===== config.mk =====
export PLATFORM = sky130hd
export DESIGN_NAME = priority_pending_request_select_core
export DESIGN_NICKNAME = d
export VERILOG_FILES = /design/src/hdl/pprs_pkg.sv /design/src/hdl/priority_pending_request_select_core.sv /design/src/hdl/pprs_table.sv /design/src/hdl/pprs_scan.sv
export SDC_FILE = /design/constraint.sdc
export NUM_CORES = 2
export LEC_CHECK = 0
export BUFFER_PORTS_ARGS = -buffer_cell sky130_fd_sc_hd__buf_2
export CORE_MARGIN = 4
export CORE_UTILIZATION = 50
export CTS_CLUSTER_SIZE = 40
export DETAILED_ROUTE_END_ITERATION = 12
export GPL_TIMING_DRIVEN = 0
export PLACE_DENSITY = 0.65
export SLEW_MARGIN = 20
export SYNTH_ARGS = -nofsm -noshare
export SYNTH_HDL_FRONTEND = slang
export SYNTH_SLANG_ARGS = --single-unit

===== constraint.sdc =====
create_clock -name clock -period 4.4 [get_ports clock]
set_input_delay 0.22 -clock clock [delete_from_list [all_inputs] [get_ports clock]]
set_output_delay 0.22 -clock clock [all_outputs]
set_load 0.02 [all_outputs]

===== src/hdl/pprs_pkg.sv =====
// Package for the priority pending request select block: constants, types and states.
package pprs_pkg;

   localparam int ID_COUNT = 256;
   localparam int IMP_BITS = 8;
   localparam int ID_BITS  = (ID_COUNT > 1) ? $clog2(ID_COUNT) : 1;

   localparam logic [IMP_BITS-1:0] IMP_MAX = '1;

   typedef enum logic {
      CMD_SUBMIT = 1'b0,
      CMD_STATUS = 1'b1
   } cmd_type;

   typedef enum logic [1:0] {
      ST_IDLE,
      ST_SCAN,
      ST_DRAIN,
      ST_FINISH
   } state_type;

   // One table update, applied at the edge at which an item is accepted.
   typedef struct packed {
      logic                en;
      logic                is_status;
      logic [ID_BITS-1:0]  idx;
      logic [IMP_BITS-1:0] importance;
      logic                done;
   } tbl_upd_type;

   // One entry as read out during the scan, in the cycle after its address.
   typedef struct packed {
      logic                valid;
      logic [ID_BITS-1:0]  id;
      logic                eligible;
      logic [IMP_BITS-1:0] importance;
   } tbl_rd_type;

endpackage


===== src/hdl/priority_pending_request_select_core.sv =====
// Top level of the priority pending request select block: handshakes and scan sequencer.
//
// Each item updates at most one table entry when it is accepted, then the sequencer walks
// all ID_COUNT entries through one table read port and one shared compare unit, one entry
// per cycle, to find the pending id of highest importance (ties go to the larger id).
// An item goes through these steps: it is accepted, each entry is read in turn, the read
// register is drained, and the result register is loaded once the rsp side is free. The
// block takes no item until then. The result register lets a new item be accepted while
// the previous result still waits on the rsp side. Reset clears the present marks at once.
module priority_pending_request_select_core
   import pprs_pkg::*;
(
   input  logic       clock,
   input  logic       reset,
   input  logic       req_valid,
   output logic       req_ready,
   input  logic       req_cmd,
   input  logic [7:0] req_req_id,
   input  logic [7:0] req_req_importance,
   input  logic       req_done_flag,
   output logic       rsp_valid,
   input  logic       rsp_ready,
   output logic       rsp_next_valid,
   output logic [7:0] rsp_next_id,
   output logic       rsp_status_hit
);

   state_type          state_ff, state_in;
   logic [ID_BITS-1:0] addr_ff, addr_in;
   logic               hit_ff, hit_in;
   logic               rsp_valid_ff, rsp_valid_in;
   logic               rsp_next_valid_ff;
   logic [7:0]         rsp_next_id_ff;
   logic               rsp_status_hit_ff;

   logic               accept;
   logic               in_range;
   logic               last_addr;
   logic               rsp_free;
   logic               rd_en;
   logic               scan_clear;
   logic               load_rsp;
   logic [IMP_BITS-1:0] imp_sat;
   logic               upd_present;
   logic               found;
   logic [ID_BITS-1:0] best_id;
   tbl_upd_type        upd;
   tbl_rd_type         rd;

   assign accept    = req_valid && req_ready;
   assign in_range  = 32'(req_req_id) < ID_COUNT;
   assign last_addr = addr_ff == ID_BITS'(ID_COUNT - 1);
   assign rsp_free  = !rsp_valid_ff || rsp_ready;
   assign imp_sat   = (32'(req_req_importance) > 32'(IMP_MAX)) ? IMP_MAX
                                                               : IMP_BITS'(req_req_importance);

   assign upd.en         = accept && in_range;
   assign upd.is_status  = req_cmd == CMD_STATUS;
   assign upd.idx        = ID_BITS'(req_req_id);
   assign upd.importance = imp_sat;
   assign upd.done       = req_done_flag;

   // Next state.
   always_comb begin
      state_in = state_ff;
      case (state_ff)
         ST_IDLE:   if (req_valid) state_in = ST_SCAN;
         ST_SCAN:   if (last_addr) state_in = ST_DRAIN;
         ST_DRAIN:  state_in = ST_FINISH;
         ST_FINISH: if (rsp_free) state_in = ST_IDLE;
         default:   state_in = ST_IDLE;
      endcase
   end

   // Sequencer outputs.
   always_comb begin
      req_ready  = 1'b0;
      rd_en      = 1'b0;
      scan_clear = 1'b0;
      load_rsp   = 1'b0;
      case (state_ff)
         ST_IDLE: begin
            req_ready  = 1'b1;
            scan_clear = 1'b1;
         end
         ST_SCAN:   rd_en = 1'b1;
         ST_DRAIN:  ;
         ST_FINISH: load_rsp = rsp_free;
         default:   ;
      endcase
   end

   always_comb begin
      addr_in = addr_ff;
      if (accept) begin
         addr_in = '0;
      end else if (rd_en) begin
         addr_in = addr_ff + ID_BITS'(1);
      end
   end

   assign hit_in = accept ? (upd.is_status && in_range && upd_present) : hit_ff;

   always_comb begin
      rsp_valid_in = rsp_valid_ff;
      if (load_rsp) begin
         rsp_valid_in = 1'b1;
      end else if (rsp_ready) begin
         rsp_valid_in = 1'b0;
      end
   end

   always_ff @(posedge clock) begin
      if (reset) begin
         state_ff     <= ST_IDLE;
         rsp_valid_ff <= 1'b0;
      end else begin
         state_ff     <= state_in;
         rsp_valid_ff <= rsp_valid_in;
      end
   end

   always_ff @(posedge clock) begin
      addr_ff <= addr_in;
      hit_ff  <= hit_in;
      if (load_rsp) begin
         rsp_next_valid_ff <= found;
         rsp_next_id_ff    <= found ? 8'(best_id) : 8'd0;
         rsp_status_hit_ff <= hit_ff;
      end
   end

   pprs_table u_table (
      .clock       (clock),
      .reset       (reset),
      .upd         (upd),
      .upd_present (upd_present),
      .rd_en       (rd_en),
      .rd_addr     (addr_ff),
      .rd          (rd)
   );

   pprs_scan u_scan (
      .clock   (clock),
      .reset   (reset),
      .clear   (scan_clear),
      .rd      (rd),
      .found   (found),
      .best_id (best_id)
   );

   assign rsp_valid      = rsp_valid_ff;
   assign rsp_next_valid = rsp_next_valid_ff;
   assign rsp_next_id    = rsp_next_id_ff;
   assign rsp_status_hit = rsp_status_hit_ff;

   a_accept_starts_scan: assert property (@(posedge clock) disable iff (reset)
      accept |=> state_ff == ST_SCAN && addr_ff == '0)
      else $error("accepted item did not start a scan at entry zero");

   a_none_reports_zero: assert property (@(posedge clock) disable iff (reset)
      rsp_valid && !rsp_next_valid |-> rsp_next_id == 8'd0)
      else $error("result with nothing pending carries a nonzero id");

   a_finish_drained: assert property (@(posedge clock) disable iff (reset)
      state_ff == ST_FINISH |-> !rd.valid)
      else $error("result loaded while a table read is still in flight");

endmodule


===== src/hdl/pprs_table.sv =====
// Request table: present marks in flip-flops, pending marks and importance in memories.
module pprs_table
   import pprs_pkg::*;
(
   input  logic               clock,
   input  logic               reset,
   input  tbl_upd_type        upd,
   output logic               upd_present,
   input  logic               rd_en,
   input  logic [ID_BITS-1:0] rd_addr,
   output tbl_rd_type         rd
);

   logic [ID_COUNT-1:0] present_ff, present_in;
   logic                pending_mem [ID_COUNT];
   logic [IMP_BITS-1:0] imp_mem [ID_COUNT];
   logic                pend_wr;
   logic                pend_val;
   logic [IMP_BITS-1:0] rd_imp_ff;
   logic                rd_pend_ff;
   logic                rd_valid_ff;
   logic [ID_BITS-1:0]  rd_id_ff;
   logic                rd_pres_ff;

   assign upd_present = present_ff[upd.idx];

   always_comb begin
      present_in = present_ff;
      if (upd.en && !upd.is_status) begin
         present_in[upd.idx] = 1'b1;
      end
   end

   // A status item changes the pending mark only of a present id.
   assign pend_wr  = upd.en && (!upd.is_status || upd_present);
   assign pend_val = !upd.is_status || !upd.done;

   always_ff @(posedge clock) begin
      if (reset) begin
         present_ff  <= '0;
         rd_valid_ff <= 1'b0;
      end else begin
         present_ff  <= present_in;
         rd_valid_ff <= rd_en;
      end
   end

   // Importance and pending marks are read for every scanned id; eligibility also needs the present mark.
   always_ff @(posedge clock) begin
      if (upd.en && !upd.is_status) begin
         imp_mem[upd.idx] <= upd.importance;
      end
      if (pend_wr) begin
         pending_mem[upd.idx] <= pend_val;
      end
      if (rd_en) begin
         rd_imp_ff  <= imp_mem[rd_addr];
         rd_pend_ff <= pending_mem[rd_addr];
      end
   end

   always_ff @(posedge clock) begin
      if (rd_en) begin
         rd_id_ff   <= rd_addr;
         rd_pres_ff <= present_ff[rd_addr];
      end
   end

   assign rd.valid      = rd_valid_ff;
   assign rd.id         = rd_id_ff;
   assign rd.eligible   = rd_pres_ff && rd_pend_ff;
   assign rd.importance = rd_imp_ff;

   a_submit_sets_marks: assert property (@(posedge clock) disable iff (reset)
      upd.en && !upd.is_status |=> present_ff[$past(upd.idx)] && pending_mem[$past(upd.idx)])
      else $error("submitted entry is not present and pending");

endmodule


===== src/hdl/pprs_scan.sv =====
// Shared compare unit that keeps the best pending entry seen during a scan.
module pprs_scan
   import pprs_pkg::*;
(
   input  logic               clock,
   input  logic               reset,
   input  logic               clear,
   input  tbl_rd_type         rd,
   output logic               found,
   output logic [ID_BITS-1:0] best_id
);

   logic                found_ff, found_in;
   logic [ID_BITS-1:0]  best_id_ff, best_id_in;
   logic [IMP_BITS-1:0] best_imp_ff, best_imp_in;
   logic                take;

   // Ids arrive in ascending order, so taking equal importance favors the larger id.
   assign take = rd.valid && rd.eligible && (!found_ff || (rd.importance >= best_imp_ff));

   always_comb begin
      found_in    = found_ff;
      best_id_in  = best_id_ff;
      best_imp_in = best_imp_ff;
      if (clear) begin
         found_in = 1'b0;
      end else if (take) begin
         found_in    = 1'b1;
         best_id_in  = rd.id;
         best_imp_in = rd.importance;
      end
   end

   always_ff @(posedge clock) begin
      if (reset) begin
         found_ff <= 1'b0;
      end else begin
         found_ff <= found_in;
      end
   end

   always_ff @(posedge clock) begin
      best_id_ff  <= best_id_in;
      best_imp_ff <= best_imp_in;
   end

   assign found   = found_ff;
   assign best_id = best_id_ff;

   a_found_after_eligible: assert property (@(posedge clock) disable iff (reset)
      !clear && rd.valid && rd.eligible |=> found_ff)
      else $error("eligible entry seen but nothing found");

endmodule

# Yosys cells after proc, flatten, opt, wreduce, memory -nomap -nowiden
# Memory sizes are Yosys's and may differ from the RTL's. A register that Yosys moved wholly into a read port is not among the register bits.
# Cells that the tools add are included.
# classes
muxes,19
reduce_logical,21
n_bitwise,2
order_cmp,4
addsub,1
eq_ne,7
# op_table
cell,count
bitwise OR 256 bit,1
less-than comparator 8 x 9 -> 1 bit (second input constant),2
binary-select mux 1 bit (select 8 bit),2
2-to-1 mux 1 bit,12
adder 8 x 1 -> 8 bit (second input constant),1
demux 1 bit (select 8 bit),1
== test 8 bit (second input constant),1
greater-or-equal comparator 8 x 1 -> 1 bit (second input constant),1
greater-or-equal comparator 8 bit,1
logical AND 1 bit,8
case mux 2 bit (4 select lines),1
2-to-1 mux 2 bit,3
inequality test 2 bit (second input constant),3
== test 2 bit (second input constant),2
zero test 1 bit,4
logical OR 1 bit,4
AND reduction 3 bit,1
== test 2 x 1 -> 1 bit (second input constant),1
zero test 2 bit,1
AND reduction 2 bit,1
nonzero test 2 bit,1
OR reduction 2 bit,1
NOT 1 bit,1
# word_totals
elab_cells,70
ff_bits,305
ram_bits,2304
n_memories,2
in_bits,22
output_inout_bits,12
# memory_table
memory,words,word_bits,read_ports,rd_clocked_by_memory_dff,write_ports,line_no,source
u_table.imp_mem,256,8,1,1,1,pprs_table.sv:16,logic [IMP_BITS-1:0] imp_mem [ID_COUNT];
u_table.pending_mem,256,1,1,1,1,pprs_table.sv:15,logic pending_mem [ID_COUNT];

# Longest topological paths before layout
# depth
depth_word,6
mapped_depth,14
depth_no_buf,9

# Cells and area by module
# From an unflattened synthesis, not the netlist that was laid out.
# unflattened
cells_unflattened,5713
area_unflattened_um2,105344.8
# by_module_without_submodules
mod,seq_area_each_um2,cells_each,area_per_inst_um2,n_inst
pprs_table,74871.8,5585,103668.2,1
priority_pending_request_select_core,550.5,82,947.2,1
pprs_scan,500.5,46,729.4,1

# Least setup slack after synthesis
# No wires, ideal clock.
# synth_path
kind,input-to-reg
start,in req_cmd
end,"mem u_table.pending_mem[0], data pin"
required_time_ns,3.572
arrival_ns,3.213
setup_ns,0.828
path_buffers,0
slack_ns,0.360
stages,1
cell_sequence,nand2_1
# synth_between
elab_chain_len,2
# synth_rtl
item,line_no,source
start: declaration,priority_pending_request_select_core.sv:17,"input logic req_cmd,"
zero test 1 bit,pprs_table.sv:36,assign pend_val = !upd.is_status || !upd.done;
logical OR 1 bit,pprs_table.sv:36,
end: declaration,pprs_table.sv:15,
# Every way passes these cells.

==> out/metrics.yaml <==
floorplanning:
  row_count: 167
  fp.dieH_um: 464
  die_area_mm2: 0.216
  dieWidth_um: 464
  ios: 34
  core_area_mm2: 0.207
  start_util: 0.503
timing:
  fin_skew_ns: 0.0706
  fin_crit_ns: 4.75
  worst_pin_slew_ns: 1.32
  finalCritPeriodShare: 1.08
  maxSlewHeadroom: 0.121
  slew_violations: 0
  holdWs_ns: 0.0614
  report.final.setup_viol: 306
  worst_slack_ns: -0.353
  fmax_mhz: 210
  finalSetupTns_ns: -27.47
  rsz0062_at_grt: "yes"
  finalHoldViolCount: 0
critical_path:
  crit_family: "buffers and inverters"
  crit_fanout: 10
  worst_path_max_delay_cell: "buf_2"
  worstPathRequired_ns: 4.96
  crit_type: "flop to flop"
  critPathCaptureType: "flop"
  critPathMaxStageDelay_ns: 0.62
  cp-start-kind: "flop"
  crit_chain: "buf_4 -> clkbuf_2 -> nor2b_1 -> clkbuf_1 -> buf_2 -> a22o_1 -> nor3_2 -> a31oi_1 -> nand4_1 -> o31ai_4 -> o22ai_2"
  crit_buf_inv: 4
  cp.arrival_ns: 5.31
logic_synthesis:
  ys_top_cells_by_area: "edfxtp_1 (68%), mux4_2 (13%), dfxtp_1 (5.2%)"
  synth_edf_count: 2349
  synth-main-ff-cell: "edfxtp_1"
  synth_most_common_cell: "edfxtp_1"
  yosys_warnings: 0
  synthesis.area_mm2: 0.104
  ys_seq_area_frac: 0.729
  synth_seq_cells: 2618
  syn_inst: 5870
  yosys.area.top_type: "edfxtp_1"
  synth.net_count: 5905
  synth_common_cells: "edfxtp_1 (2,349), nor2_1 (1,075), mux4_2 (618)"
  synth.avg_cell_area_um2: 17.7
  synth-async-reset-ratio: 0
  ys_types: 58
  yosysTopAreaCellShare: 0.677
routing:
  antenna_left: 0
  wl_um: 428000
  via_count: 64800
  first_pass_iters: 8
  routedWlPerCell_um: 45.9
  routed_via_density: 6.96
  drc_errors: 0
  drtIter0Drc: 12000
clock_network:
  clock_latency_ns: 0.96
  post_cts_buffers: 0
  cts_tree: "built"
  cts_root_buf: "clkbuf_16"
  cts_num_sinks: 2618
  clk_pin_slew_worst_paths_ns: 0.06
  cts_max_level: 5
  cts_made_buffers: 288
  clk_path_buf_depth: 4
place:
  dp_hpwl_um: 304000
  port_buffers: 30
  globalplace.congestion: 1.07
pwr:
  p_leak_uw: 0.0374
  combinationalPowerShare: 0.277
  p_seq_frac: 0.391
  totalPowerFinal_uw: 69800
  irDropWorstVdd_v: 0.000476
  power.switching_uw: 22600
  switching_share: 0.324
  powerDensity_mw_per_mm2: 578
  internal-power_uw: 47200
  pwr-share-clk: 0.332
layout:
  nNetsFinal: 6330
  synthToLayoutAreaGrowth_pct: 15.8
  drive_gt1_frac: 0.253
global_routing:
  grt_pass1_vias: 59500
  grt-ovfl-total: 0
  antenna_found_initial: 50
  grt_pass1_wl_um: 556000
  grt_usage: 0.393
  grt_max_degree: 141
hold_path:
  min_path_type: "input pin to flop"
run_status:
  outcome: "complete, but fails checks"
  violations: "negative setup slack"
flow_run:
  cap_violations: 0
-- path summary, 6_finish.rpt --
path                                 start                           endpoint  slack, ns  cells after the start
max                addr_ff[0]$_SDFFE_PP0P_     u_table.rd_imp_ff[0]$_DFFE_PP_      -0.35                     11
min                          req_done_flag  u_table.pending_mem[54]$_DFFE_PP_       0.06                      2
max reg2reg        addr_ff[0]$_SDFFE_PP0P_     u_table.rd_imp_ff[0]$_DFFE_PP_      -0.35                     11
min reg2reg  u_table.rd_id_ff[6]$_DFFE_PP_        u_scan.best_id[6]$_DFFE_PP_       0.42                      0
-- through the flow --
stage	worst slack, ns	cells	util	instance area (µm²)
3_5_place_dp	-2.07	8793	0.535	111000
6_report	-0.353	9320	0.583	121000
3_3_place_gp	-3.60	8688	0.521	108000
4_1_cts	-0.171	9296	0.581	120000
5_1_grt	-0.150	9295	0.582	121000
2_1_floorplan	0.360	5870	-	104000
-- state kept, by name (all words and copies together), names as in the netlist --
register and count:
addr_ff 8, hit_ff 1, rsp_next_id 8, rsp_next_valid 1, rsp_status_hit 1, rsp_valid 1
state_ff 2, u_scan.best_id 8, u_scan.best_imp_ff 8, u_scan.found 1, u_table.imp_mem 2048, u_table.pending_mem 256
u_table.present_ff 256, u_table.rd_id_ff 8, u_table.rd_imp_ff 8, u_table.rd_pend_ff 1, u_table.rd_pres_ff 1, u_table.rd_valid_ff 1
-- layout by cell type (no fill, tap or decap), types with 92 or more instances in the layout --
cell type	count
dfxtp_1	268
mux2i_1	368
edfxtp_1	2349
clkbuf_2	92
nor2_1	890
nor2_2	177
mux4_2	618
buf_2	92
a22oi_1	171
clkbuf_16	294
nand2_1	173
clkbuf_1	144
-- layout make-up --
cell class	instances	area, µm²
antenna	28	70.1
multi-input combinational	2875	27300
sequential	2618	75900
clock inverter	128	1060
clock buffer	371	7720
inverter	15	56.3
tap	2788	3490
buffer	352	2190
timing repair buffer	145	2830
fill	15500	86400
-- cells by family after synthesis --
family | after synthesis | share of synthesized area
adders and majority gates | 13 | 0.00156
AOI/OAI and AO/OA | 356 | 0.0243
muxes | 992 | 0.170
DFF | 2618 | 0.729
buffers and inverters | 377 | 0.0158
xor gates and xnor gates | 7 | 0.000589
and+or+nand+nor | 1507 | 0.0592
-- layer usage --
metal	routed length, µm	track usage	up-vias
met5	256	0.00446	-
li1	-	-	24100
met2	179000	0.549	5644
met1	150000	0.512	33700
met4	38900	0.277	22
met3	60100	0.142	1383
-- power groups by stage --
| stage | registers (µW) | logic, µW | clock network, µW |
|---|---|---|---|
| final | 27300 | 19300 | 23100 |
| after global routing | 27300 | 18900 | 24100 |
| after CTS | 27300 | 18500 | 23100 |
| after detailed placement | 27800 | 18100 | 0 |
| after global placement | 27900 | 16800 | 0 |
| after floorplan | 27800 | 7860 | 0 |
-- what timing repair did --
| action | in CTS | in global routing |
|---|---|---|
| pin swaps | 4 | 5 |
| hold buffers | 10 | 0 |
| setup endpoints to repair | 1276 | 342 |
| gates resized for setup | 237 | 76 |
| endpoints found under the hold margin | 764 | 0 |
Power figures use the tool's default switching activity.
